$ cat config.mk
export PLATFORM = sky130hd
export DESIGN_NAME = websocket_frame_deframer
export DESIGN_NICKNAME = d
export VERILOG_FILES = /design/src/rtl/wsdf_pkg.sv /design/src/rtl/websocket_frame_deframer.sv
export SDC_FILE = /design/constraint.sdc
export NUM_CORES = 1
export LEC_CHECK = 0
export ABC_CLOCK_PERIOD_IN_PS = 3100
export BUFFER_PORTS_ARGS = -buffer_cell sky130_fd_sc_hd__buf_2
export CAP_MARGIN = 10
export CORE_MARGIN = 5
export CORE_UTILIZATION = 40
export DETAILED_ROUTE_END_ITERATION = 10
export PLACE_DENSITY = 0.65
export SYNTH_ARGS = -nofsm -noshare
export SYNTH_HDL_FRONTEND = slang
export SYNTH_SLANG_ARGS = --single-unit
$ cat constraint.sdc
create_clock -name clk_i -period 3.1 [get_ports clk_i]
set_input_delay 0 -clock clk_i [delete_from_list [all_inputs] [get_ports clk_i]]
set_output_delay 0 -clock clk_i [all_outputs]
set_load 0.02 [all_outputs]
$ cat src/rtl/wsdf_pkg.sv
// Shared types and codes for the WebSocket frame deframer.
package wsdf_pkg;

  typedef enum logic [2:0] {
    PH_HDR0,
    PH_HDR1,
    PH_EXT,
    PH_MASK,
    PH_PAY
  } phase_e;

  localparam logic [3:0] OP_CONT = 4'h0;
  localparam logic [3:0] OP_TEXT = 4'h1;
  localparam logic [3:0] OP_BIN  = 4'h2;
  localparam logic [3:0] OP_PING = 4'h9;
  localparam logic [3:0] OP_PONG = 4'hA;

  localparam logic [6:0] LEN_MAX_SHORT = 7'd125;
  localparam logic [6:0] LEN_EXT16     = 7'd126;

  localparam logic [3:0] EXT16_BYTES = 4'd2;
  localparam logic [3:0] EXT64_BYTES = 4'd8;
  localparam logic [3:0] KEY_BYTES   = 4'd4;

  localparam logic [3:0] ST_PING       = 4'd8;
  localparam logic [3:0] ST_PONG       = 4'd9;
  localparam logic [3:0] ST_ERROR      = 4'd10;
  localparam logic [3:0] ST_INCOMPLETE = 4'd11;
  localparam logic [3:0] ST_OVERSIZE   = 4'd12;

  localparam logic [31:0] MAX_PAYLOAD_RESET = 32'd65535;

endpackage

$ cat src/rtl/websocket_frame_deframer.sv
// WebSocket frame deframer: parses received bytes into unmasked payload and frame status.
// Output: each accepted byte's result is registered, reaching the master side the next cycle.
// Throughput: one byte per cycle unless a held result stalls; the header, length and payload
// counters all update in the cycle a byte is taken; a single output register holds results.
// Reset: asynchronous, active low; parsing waits for a frame header and max_payload is 65535.
module websocket_frame_deframer (
  input  logic        clk_i,
  input  logic        rst_ni,
  input  logic        cfg_valid_i,
  output logic        cfg_ready_o,
  input  logic [31:0] cfg_data_i,      // max_payload
  input  logic        s_axis_tvalid_i,
  output logic        s_axis_tready_o,
  input  logic [7:0]  s_axis_tdata_i,  // in_byte
  input  logic        s_axis_tlast_i,  // buffer_end
  output logic        m_axis_tvalid_o,
  input  logic        m_axis_tready_i,
  output logic [15:0] m_axis_tdata_o,  // out_byte [7:0], status [11:8], zero fill
  output logic [1:0]  m_axis_tuser_o   // byte_valid [0], status_valid [1]
);
  import wsdf_pkg::*;

  phase_e      phase_q, phase_d;
  logic [3:0]  opcode_q, opcode_d;
  logic        fin_q, fin_d;
  logic        masked_q, masked_d;
  logic [3:0]  ext_cnt_q, ext_cnt_d;
  logic [63:0] len_q, len_d;
  logic [63:0] rem_len_q, rem_len_d;
  logic [31:0] key_q, key_d;
  logic [1:0]  lane_q, lane_d;
  logic [1:0]  seen_q, seen_d;
  logic        discard_q, discard_d;
  logic [31:0] max_q;

  logic        out_valid_q, out_valid_d;
  logic        out_bv_q;
  logic [7:0]  out_byte_q;
  logic        out_sv_q;
  logic [3:0]  out_st_q;

  logic        in_acc;
  logic [7:0]  b;
  logic        last;
  logic [1:0]  seen_inc;
  logic        oversize;
  logic        is_data;
  logic [3:0]  ext_cnt_dec;
  logic [63:0] len_shift;
  logic        frame_end;
  logic [3:0]  end_st;
  logic [7:0]  key_byte;
  logic        res_bv;
  logic [7:0]  res_byte;
  logic        res_sv;
  logic [3:0]  res_st;

  assign cfg_ready_o     = 1'b1;
  assign s_axis_tready_o = !out_valid_q || m_axis_tready_i;
  assign in_acc          = s_axis_tvalid_i && s_axis_tready_o;
  assign b               = s_axis_tdata_i;
  assign last            = s_axis_tlast_i;

  assign seen_inc    = (seen_q == 2'd3) ? 2'd3 : seen_q + 2'd1;
  assign oversize    = (|len_q[63:32]) || (len_q[31:0] > max_q);
  assign is_data     = (opcode_q <= OP_BIN);
  assign ext_cnt_dec = (ext_cnt_q != 4'd0) ? ext_cnt_q - 4'd1 : 4'd0;
  assign len_shift   = {len_q[55:0], b};

  // Status of a frame that ends on this byte.
  always_comb begin
    if (last && seen_inc != 2'd3) begin
      end_st = ST_ERROR;
    end else if (oversize) begin
      end_st = ST_OVERSIZE;
    end else if (opcode_q == OP_PING) begin
      end_st = ST_PING;
    end else if (opcode_q == OP_PONG) begin
      end_st = ST_PONG;
    end else if (!is_data) begin
      end_st = ST_ERROR;
    end else begin
      end_st = {1'b0, opcode_q == OP_BIN, !last, !fin_q};
    end
  end

  // Next state of the frame parser.
  always_comb begin
    phase_d   = phase_q;
    opcode_d  = opcode_q;
    fin_d     = fin_q;
    masked_d  = masked_q;
    ext_cnt_d = ext_cnt_q;
    len_d     = len_q;
    rem_len_d = rem_len_q;
    key_d     = key_q;
    lane_d    = lane_q;
    seen_d    = seen_q;
    discard_d = discard_q;
    frame_end = 1'b0;
    if (in_acc) begin
      if (discard_q) begin
        if (last) begin
          discard_d = 1'b0;
          phase_d   = PH_HDR0;
          seen_d    = 2'd0;
        end
      end else begin
        seen_d = seen_inc;
        unique case (phase_q)
          PH_HDR0: begin
            opcode_d  = b[3:0];
            fin_d     = b[7];
            len_d     = '0;
            rem_len_d = '0;
            key_d     = '0;
            lane_d    = 2'd0;
            ext_cnt_d = 4'd0;
            phase_d   = PH_HDR1;
          end
          PH_HDR1: begin
            masked_d = b[7];
            if (b[6:0] <= LEN_MAX_SHORT) begin
              len_d     = {57'd0, b[6:0]};
              rem_len_d = {57'd0, b[6:0]};
              if (b[7]) begin
                ext_cnt_d = KEY_BYTES;
                phase_d   = PH_MASK;
              end else begin
                lane_d    = 2'd0;
                phase_d   = PH_PAY;
                frame_end = (b[6:0] == 7'd0);
              end
            end else begin
              ext_cnt_d = (b[6:0] == LEN_EXT16) ? EXT16_BYTES : EXT64_BYTES;
              phase_d   = PH_EXT;
            end
          end
          PH_EXT: begin
            len_d     = len_shift;
            rem_len_d = len_shift;
            ext_cnt_d = ext_cnt_dec;
            if (ext_cnt_dec == 4'd0) begin
              if (masked_q) begin
                ext_cnt_d = KEY_BYTES;
                phase_d   = PH_MASK;
              end else begin
                lane_d    = 2'd0;
                phase_d   = PH_PAY;
                frame_end = (len_shift == 64'd0);
              end
            end
          end
          PH_MASK: begin
            key_d     = {key_q[23:0], b};
            ext_cnt_d = ext_cnt_dec;
            if (ext_cnt_dec == 4'd0) begin
              lane_d    = 2'd0;
              phase_d   = PH_PAY;
              frame_end = (len_q == 64'd0);
            end
          end
          PH_PAY: begin
            lane_d    = lane_q + 2'd1;
            rem_len_d = rem_len_q - 64'd1;
            frame_end = (rem_len_q == 64'd1);
          end
          default: begin
            phase_d = PH_HDR0;
          end
        endcase
        if (frame_end) begin
          phase_d = PH_HDR0;
          seen_d  = 2'd0;
          // Control, error and oversize outcomes drop the rest of the buffer.
          if (!last && end_st >= ST_PING) begin
            discard_d = 1'b1;
          end
        end else if (last) begin
          phase_d = PH_HDR0;
          seen_d  = 2'd0;
        end
      end
    end
  end

  always_comb begin
    case (lane_q)
      2'd0:    key_byte = key_q[31:24];
      2'd1:    key_byte = key_q[23:16];
      2'd2:    key_byte = key_q[15:8];
      default: key_byte = key_q[7:0];
    endcase
  end

  // Result of the beat being accepted.
  always_comb begin
    res_bv   = !discard_q && (phase_q == PH_PAY) && is_data && !oversize;
    res_byte = res_bv ? (b ^ (masked_q ? key_byte : 8'd0)) : 8'd0;
    res_sv   = !discard_q && (frame_end || last);
    if (!res_sv) begin
      res_st = 4'd0;
    end else if (frame_end) begin
      res_st = end_st;
    end else begin
      res_st = (seen_inc != 2'd3) ? ST_ERROR : ST_INCOMPLETE;
    end
  end

  always_comb begin
    out_valid_d = out_valid_q;
    if (in_acc) begin
      out_valid_d = res_bv || res_sv;
    end else if (m_axis_tready_i) begin
      out_valid_d = 1'b0;
    end
  end

  always_ff @(posedge clk_i or negedge rst_ni) begin
    if (!rst_ni) begin
      phase_q     <= PH_HDR0;
      opcode_q    <= 4'd0;
      fin_q       <= 1'b0;
      masked_q    <= 1'b0;
      ext_cnt_q   <= 4'd0;
      len_q       <= '0;
      rem_len_q   <= '0;
      key_q       <= '0;
      lane_q      <= 2'd0;
      seen_q      <= 2'd0;
      discard_q   <= 1'b0;
      max_q       <= MAX_PAYLOAD_RESET;
      out_valid_q <= 1'b0;
    end else begin
      phase_q     <= phase_d;
      opcode_q    <= opcode_d;
      fin_q       <= fin_d;
      masked_q    <= masked_d;
      ext_cnt_q   <= ext_cnt_d;
      len_q       <= len_d;
      rem_len_q   <= rem_len_d;
      key_q       <= key_d;
      lane_q      <= lane_d;
      seen_q      <= seen_d;
      discard_q   <= discard_d;
      out_valid_q <= out_valid_d;
      if (cfg_valid_i) begin
        max_q <= cfg_data_i;
      end
    end
  end

  always_ff @(posedge clk_i) begin
    if (in_acc) begin
      out_bv_q   <= res_bv;
      out_byte_q <= res_byte;
      out_sv_q   <= res_sv;
      out_st_q   <= res_st;
    end
  end

  assign m_axis_tvalid_o = out_valid_q;
  assign m_axis_tdata_o  = {4'd0, out_st_q, out_byte_q};
  assign m_axis_tuser_o  = {out_sv_q, out_bv_q};

endmodule
==> results.sh, run 1 <==
export IMPL_fin_skew_ns=0.0165
export IMPL_cts_buffers=25
export IMPL_place_area_um2=12700
export IMPL_hp_start="cfg_valid_i"
export IMPL_dp_hpwl_mm=22.0
export IMPL_routedWlPerCell_um=17.3
export IMPL_p_leak_uw=0.00631
export IMPL_fin_tns_setup_ns=0
export IMPL_yosys_area_top_type="dfrtp_1"
export IMPL_ys_flop_type="dfrtp_1"
export IMPL_ios=67
export IMPL_path_max_fanout=5
export IMPL_postSynthAreaPerCell_um2=8.77
export IMPL_fmax_ghz=0.331
export IMPL_use_met2_pct=30.0
export IMPL_synth_distinct_cells=74
export IMPL_grt_busiest_layer="met2"
export IMPL_status="finished clean"
export IMPL_grt_overflow=0
export IMPL_crit_path_end_kind="flip-flop"
export IMPL_reg2regPathDepth=8
export IMPL_yosys_warnings=0
export IMPL_p_switching_uw=4460
export IMPL_clk_latency_ns=0.53
export IMPL_worst_slew_pin_slew_ns=0.894
export IMPL_die_y_um=182
export IMPL_ff2ff_setup_slack_ns=0.08
export IMPL_whs_path_depth=3
export IMPL_yosys_register_bits=225
export IMPL_antenna_found_initial=0
export IMPL_maxSlewViolCount=0
export IMPL_setup_viol=0
export IMPL_clkSlewWorstSetupHoldPaths_ns=0.06
export IMPL_fin_cells=1855
export IMPL_clock_root_buffer="clkbuf_16"
export IMPL_layout_commonest_cell="nand2_1"
export IMPL_synth_edf_count=14
export IMPL_yosysTopAreaCellShare_pct=41.3
export IMPL_seqPwrFrac_pct=34.3
export IMPL_combPwrFrac_pct=39.0
export IMPL_hold_end="max_q[1]"
export IMPL_cts_sinks=225
export IMPL_diodes=0
export IMPL_yosys_top_cells_area="dfrtp_1, nand2_1, o21ai_0"
export IMPL_coreArea_um2=29400
export IMPL_drc=0
export IMPL_finalCritPeriodShare_pct=97.5
export IMPL_avgViaCountPerCell=5.54
export IMPL_vias=10300
export IMPL_critPathLaunchType="flip-flop"
export IMPL_fin_ws_ns=0.0763
export IMPL_grtUsageMet1_pct=28.0
export IMPL_clockBufferDepth=3
export IMPL_drtAntennaViolNets=0
export IMPL_syn_cell_area_um2=11800
export IMPL_regToRegStartpoint="rem_len_q[40]"
export IMPL_cts_tree="done"
export IMPL_syn_to_final_growth_pct=18.2
export IMPL_final_layout_size_suffix_gt1_share_pct=13.6
export IMPL_nNetsFinal=1531
export IMPL_gp_congestion=0.877
export IMPL_ys_seq_area_share_pct=48.4
export IMPL_dr_pass1_iters=8
export IMPL_powerDensity_nw_per_um2=790
export IMPL_postCtsSetupRepairBufs=0
export IMPL_required_ns=3.54
export IMPL_final_area_um2=14000
export IMPL_io_buffers=61
export IMPL_design_die_area_um2=33100
export IMPL_layout_common_cells="nand2_1, o21ai_0, dfrtp_1, nor2_1, buf_2"
export IMPL_postRouteWirelength_mm=32.1
export IMPL_syn_inst=1349
export IMPL_r2r_end="rem_len_q[60]"
export IMPL_rows=63
export IMPL_fillCellCount=2740
export IMPL_vdd_drop_max_mv=0.531
export IMPL_hold_viol=0
export IMPL_final_min_clock_period_ns=3.02
export IMPL_holdWs_ns=0.0967
export IMPL_hold_path_class="in -> reg"
export IMPL_p_int_uw=6590
export IMPL_grt_use_met3_pct=2.24
export IMPL_slew_headroom_pct=40.4
export IMPL_h_tree_depth=1
export IMPL_grt_max_degree=108
export IMPL_netSwitchingFraction_pct=40.4
export IMPL_maxCapViolCount=0
export IMPL_initialDrtViolationCount=851
export IMPL_grt_pass1_wl_mm=52.4
export IMPL_start_util_pct=40.2
export IMPL_clockPowerShare_pct=26.7
export IMPL_cp_arrival_ns=3.46
export IMPL_placedCellCount=1765
export IMPL_critPathKind="reg -> reg"
export IMPL_die_x_um=182
export IMPL_synthArstFlopShare_pct=93.8
export IMPL_grt_pass1_vias=9888
export IMPL_place_ws_ns=-0.0192
export IMPL_grt_total_usage_pct=18.9
stage by stage:
stage	util (%)	total power, uW
3_5_place_dp	43.2	8020
3_3_place_gp	43.2	7960
6_report	47.6	11000
5_1_grt	47.6	11800
2_1_floorplan	-	6710
4_1_cts	47.5	11100
sequential cells by signal (all words and copies together), names as in the netlist:
register	count
ext_cnt_q	4
discard_q	1
m_axis_tvalid_o	1
out_bv_q	1
fin_q	1
phase_q	3
out_sv_q	1
opcode_q	4
out_st_q	4
lane_q	2
key_q	32
seen_q	2
len_q	64
masked_q	1
max_q	32
rem_len_q	64
out_byte_q	8
final cells by class:
class / count / area (um^2) / share of cell area, %
Clock buffer: 35 / 693 / 4.96
Clock inverter: 11 / 116 / 0.832
Sequential cell: 225 / 5720 / 40.9
Multi-Input combinational cell: 988 / 5610 / 40.1
Tap cell: 390 / 488 / 3.49
Timing Repair Buffer: 154 / 1160 / 8.30
Inverter: 52 / 195 / 1.40
cell usage after synthesis (17+ instances only):
library cell  instances
nor4_1               33
nand2_1             291
dfrtp_1             195
nor2_1               68
nand4_1              17
ha_1                 39
inv_1                52
clkbuf_1             68
a21oi_1              54
nor3_1               25
a22o_1               21
nand3_1              18
o21ai_0             216
worst max path at each step:
stage                   from             to  slack, ns  cells after the start
2_1_floorplan  rem_len_q[14]  rem_len_q[58]       0.29                      9
3_3_place_gp   rem_len_q[41]  rem_len_q[62]       0.09                      7
3_5_place_dp   rem_len_q[41]  rem_len_q[60]      -0.02                      8
4_1_cts            len_q[30]    out_st_q[3]       0.11                     10
5_1_grt            len_q[30]    out_st_q[3]      -0.05                     10
6_report       rem_len_q[40]  rem_len_q[60]       0.08                      8
critical path: stages, from the launching register on:
cell     delay, ns
dfrtp_1       0.39
or4_1         0.56
or4_1         0.61
or4_4         0.65
buf_4         0.18
nor2_1        0.14
nand2_1       0.10
o21a_1        0.19
o21ai_1       0.14
repair_timing:
| item | 4_1_cts | 5_1_grt |
|---|---|---|
| hold buffers | 44 | 0 |
| hold endpoints to repair | 161 | 0 |
| resized for setup | 1 | 4 |
| setup endpoints to repair | 1 | 11 |
power by group through the flow:
stage	clock [uW]	sequential [uW]	combinational, uW
5_1_grt	3120	3860	4780
2_1_floorplan	0	3710	3010
3_5_place_dp	0	3830	4190
3_3_place_gp	0	3820	4140
4_1_cts	3010	3780	4280
6_report	2950	3790	4310
logic make-up (layout without fill, tap and decap cells):
group           after synthesis  in the layout  synth area share (%)
flops                       225            225                  48.4
fa+ha+maj                    39             39                  4.13
xor+xnor                      8              8                 0.593
buf+inv                     139            252                  4.78
mux                           9              9                 0.847
simple gates                529            529                  20.9
compound gates              398            398                  20.3
other cells                   2              5                0.0635
metal layers:
layer  wire [um]  vias up  part of all wire, %
li1            -     4987                    -
met1       15000     4938                   47
met2       14700      311                   46
met3        1610       45                  5.0
met4         740        0                  2.3
met5           0        -                    0
Power figures use the tool's default switching activity.
==> inputs of run 2 (changes only) <==
- ABC_CLOCK_PERIOD_IN_PS: 3100 -> 2600
- PLACE_DENSITY: 0.65 -> 0.67
- clock period: 3.1 -> 2.6 ns (I/O delays scaled with it)
==> run 2 against run 1 <==
- core utilization increased by 5.3 points
- worst setup slack worse by 0.26 ns
- critical endpoint is now rem_len_q[58]
- cell count up 5.9%
- the flow now finishes with violations (setup timing)
- clock power up 25%
- register-to-register slack lost 0.26 ns
- power grew 36%
- largest cell class is now multi-input combinational cells
- clock skew is 0.0030 ns lower
- first-iteration DRC count rose by 3.3%
==> results.sh, run 2 (same netlist as run 1, synthesis figures left out) <==
export IMPL_placedCellCount=1845
export IMPL_grt_max_degree=79
export IMPL_gp_congestion=0.911
export IMPL_fmax_ghz=0.360
export IMPL_layout_commonest_cell="nand2_1"
export IMPL_vias=10900
export IMPL_clkSlewWorstSetupHoldPaths_ns=0.06
export IMPL_drc=0
export IMPL_io_buffers=61
export IMPL_initialDrtViolationCount=879
export IMPL_fin_ws_ns=-0.181
export IMPL_cts_buffers=25
export IMPL_rows=63
export IMPL_holdWs_ns=0.0344
export IMPL_start_util_pct=40.2
export IMPL_final_layout_size_suffix_gt1_share_pct=23.3
export IMPL_cts_sinks=225
export IMPL_p_leak_uw=0.00698
export IMPL_maxCapViolCount=0
export IMPL_clock_root_buffer="clkbuf_16"
export IMPL_path_max_fanout=6
export IMPL_final_min_clock_period_ns=2.78
export IMPL_critPathKind="reg -> reg"
export IMPL_ios=67
export IMPL_layout_common_cells="nand2_1, o21ai_0, dfrtp_1, buf_4, buf_2"
export IMPL_top_regs="len_q (64), rem_len_q (64)"
export IMPL_routedWlPerCell_um=17.4
export IMPL_powerDensity_nw_per_um2=966
export IMPL_dr_pass1_iters=5
export IMPL_drtAntennaViolNets=0
export IMPL_h_tree_depth=1
export IMPL_rsz0062_at_grt="yes"
export IMPL_clockBufferDepth=3
export IMPL_avgViaCountPerCell=5.53
export IMPL_grt_pass1_wl_mm=55.5
export IMPL_grt_pass1_vias=10600
export IMPL_nNetsFinal=1643
export IMPL_postRouteWirelength_mm=34.3
export IMPL_worst_slew_pin_slew_ns=0.675
export IMPL_required_ns=3.04
export IMPL_hold_viol=0
export IMPL_setup_viol=31
export IMPL_grt_total_usage_pct=20.0
export IMPL_status="finished with violations"
export IMPL_hold_path_class="in -> reg"
export IMPL_fin_cells=1965
export IMPL_clk_latency_ns=0.52
export IMPL_place_ws_ns=-0.293
export IMPL_slew_headroom_pct=55.0
export IMPL_dp_hpwl_mm=22.6
export IMPL_die_y_um=182
export IMPL_die_x_um=182
export IMPL_vdd_drop_max_mv=0.668
export IMPL_fin_skew_ns=0.0135
export IMPL_antenna_found_initial=1
export IMPL_maxSlewViolCount=0
export IMPL_coreArea_um2=29400
export IMPL_crit_path_end_kind="flip-flop"
export IMPL_cts_tree="done"
export IMPL_cp_arrival_ns=3.22
export IMPL_diodes=0
export IMPL_fin_util_pct=52.8
export IMPL_violations="setup timing"
export IMPL_syn_to_final_growth_pct=31.3
export IMPL_grt_overflow=0
export IMPL_design_die_area_um2=33100
export IMPL_finalCritPeriodShare_pct=107
export IMPL_critPathLaunchType="flip-flop"
[run 2: timing repair]
action / 4_1_cts / 5_1_grt
resized for setup: 50 / 69
setup buffers: 9 / 14
hold endpoints to repair: 135 / 0
pin swaps: 22 / 42
endpoints found under the setup margin: 43 / 53
cloned: 0 / 1
hold buffers: 56 / 0
[run 2: power breakdown]
group	internal [uW]	leakage, uW	switching, uW
Clock	2270	0.000421	1420
Sequential	4030	0.00296	445
Combinational	2850	0.00360	3990
Total	9140	0.00698	5860
[run 2: stage by stage]
stage | setup TNS, ns | power [uW] | instance area (um^2)
3_5_place_dp | -5.70 | 10300 | 13400
6_report | -1.94 | 15000 | 15500
2_1_floorplan | -1.25 | 8050 | 11900
5_1_grt | -6.16 | 15900 | 15500
3_3_place_gp | -3.59 | 10200 | 13400
4_1_cts | -1.64 | 14600 | 15100
[run 2: routing by layer]
metal	up-vias	track usage [%]	wire [um]
li1	5219	-	-
met5	-	0	0
met1	5266	28.4	15400
met3	60	2.48	1750
met2	321	32.8	16300
met4	0	4.86	843
[run 2: critical path, stage by stage (launching register included)]
cell and delay, ns:
dfrtp_1 0.38, or4_4 0.53, or4_4 0.54, or4_4 0.64, nor2_8 0.13, nand3_4 0.09, o31a_1 0.25, o211ai_2 0.14
[run 2: area by class of cell]
class | count | area (um^2)
clock buffer | 33 | 696
inverter | 52 | 195
tap | 390 | 488
fill | 2512 | 13900
sequential | 225 | 5720
clock inverter | 11 | 156
multi-input combinational | 988 | 6120
timing repair buffer | 266 | 2150
[run 2: final timing paths]
path / from / endpoint / slack (ns) / depth (start not counted)
max: rem_len_q[28] / rem_len_q[58] / -0.18 / 7
min: cfg_valid_i / max_q[1] / 0.03 / 3
max reg2reg: rem_len_q[28] / rem_len_q[58] / -0.18 / 7
min reg2reg: len_q[57] / len_q[57] / 0.48 / 2
max in group asynchronous: rst_ni / max_q[12] / 1.63 / 3
min in group asynchronous: rst_ni / len_q[63] / 0.07 / 2
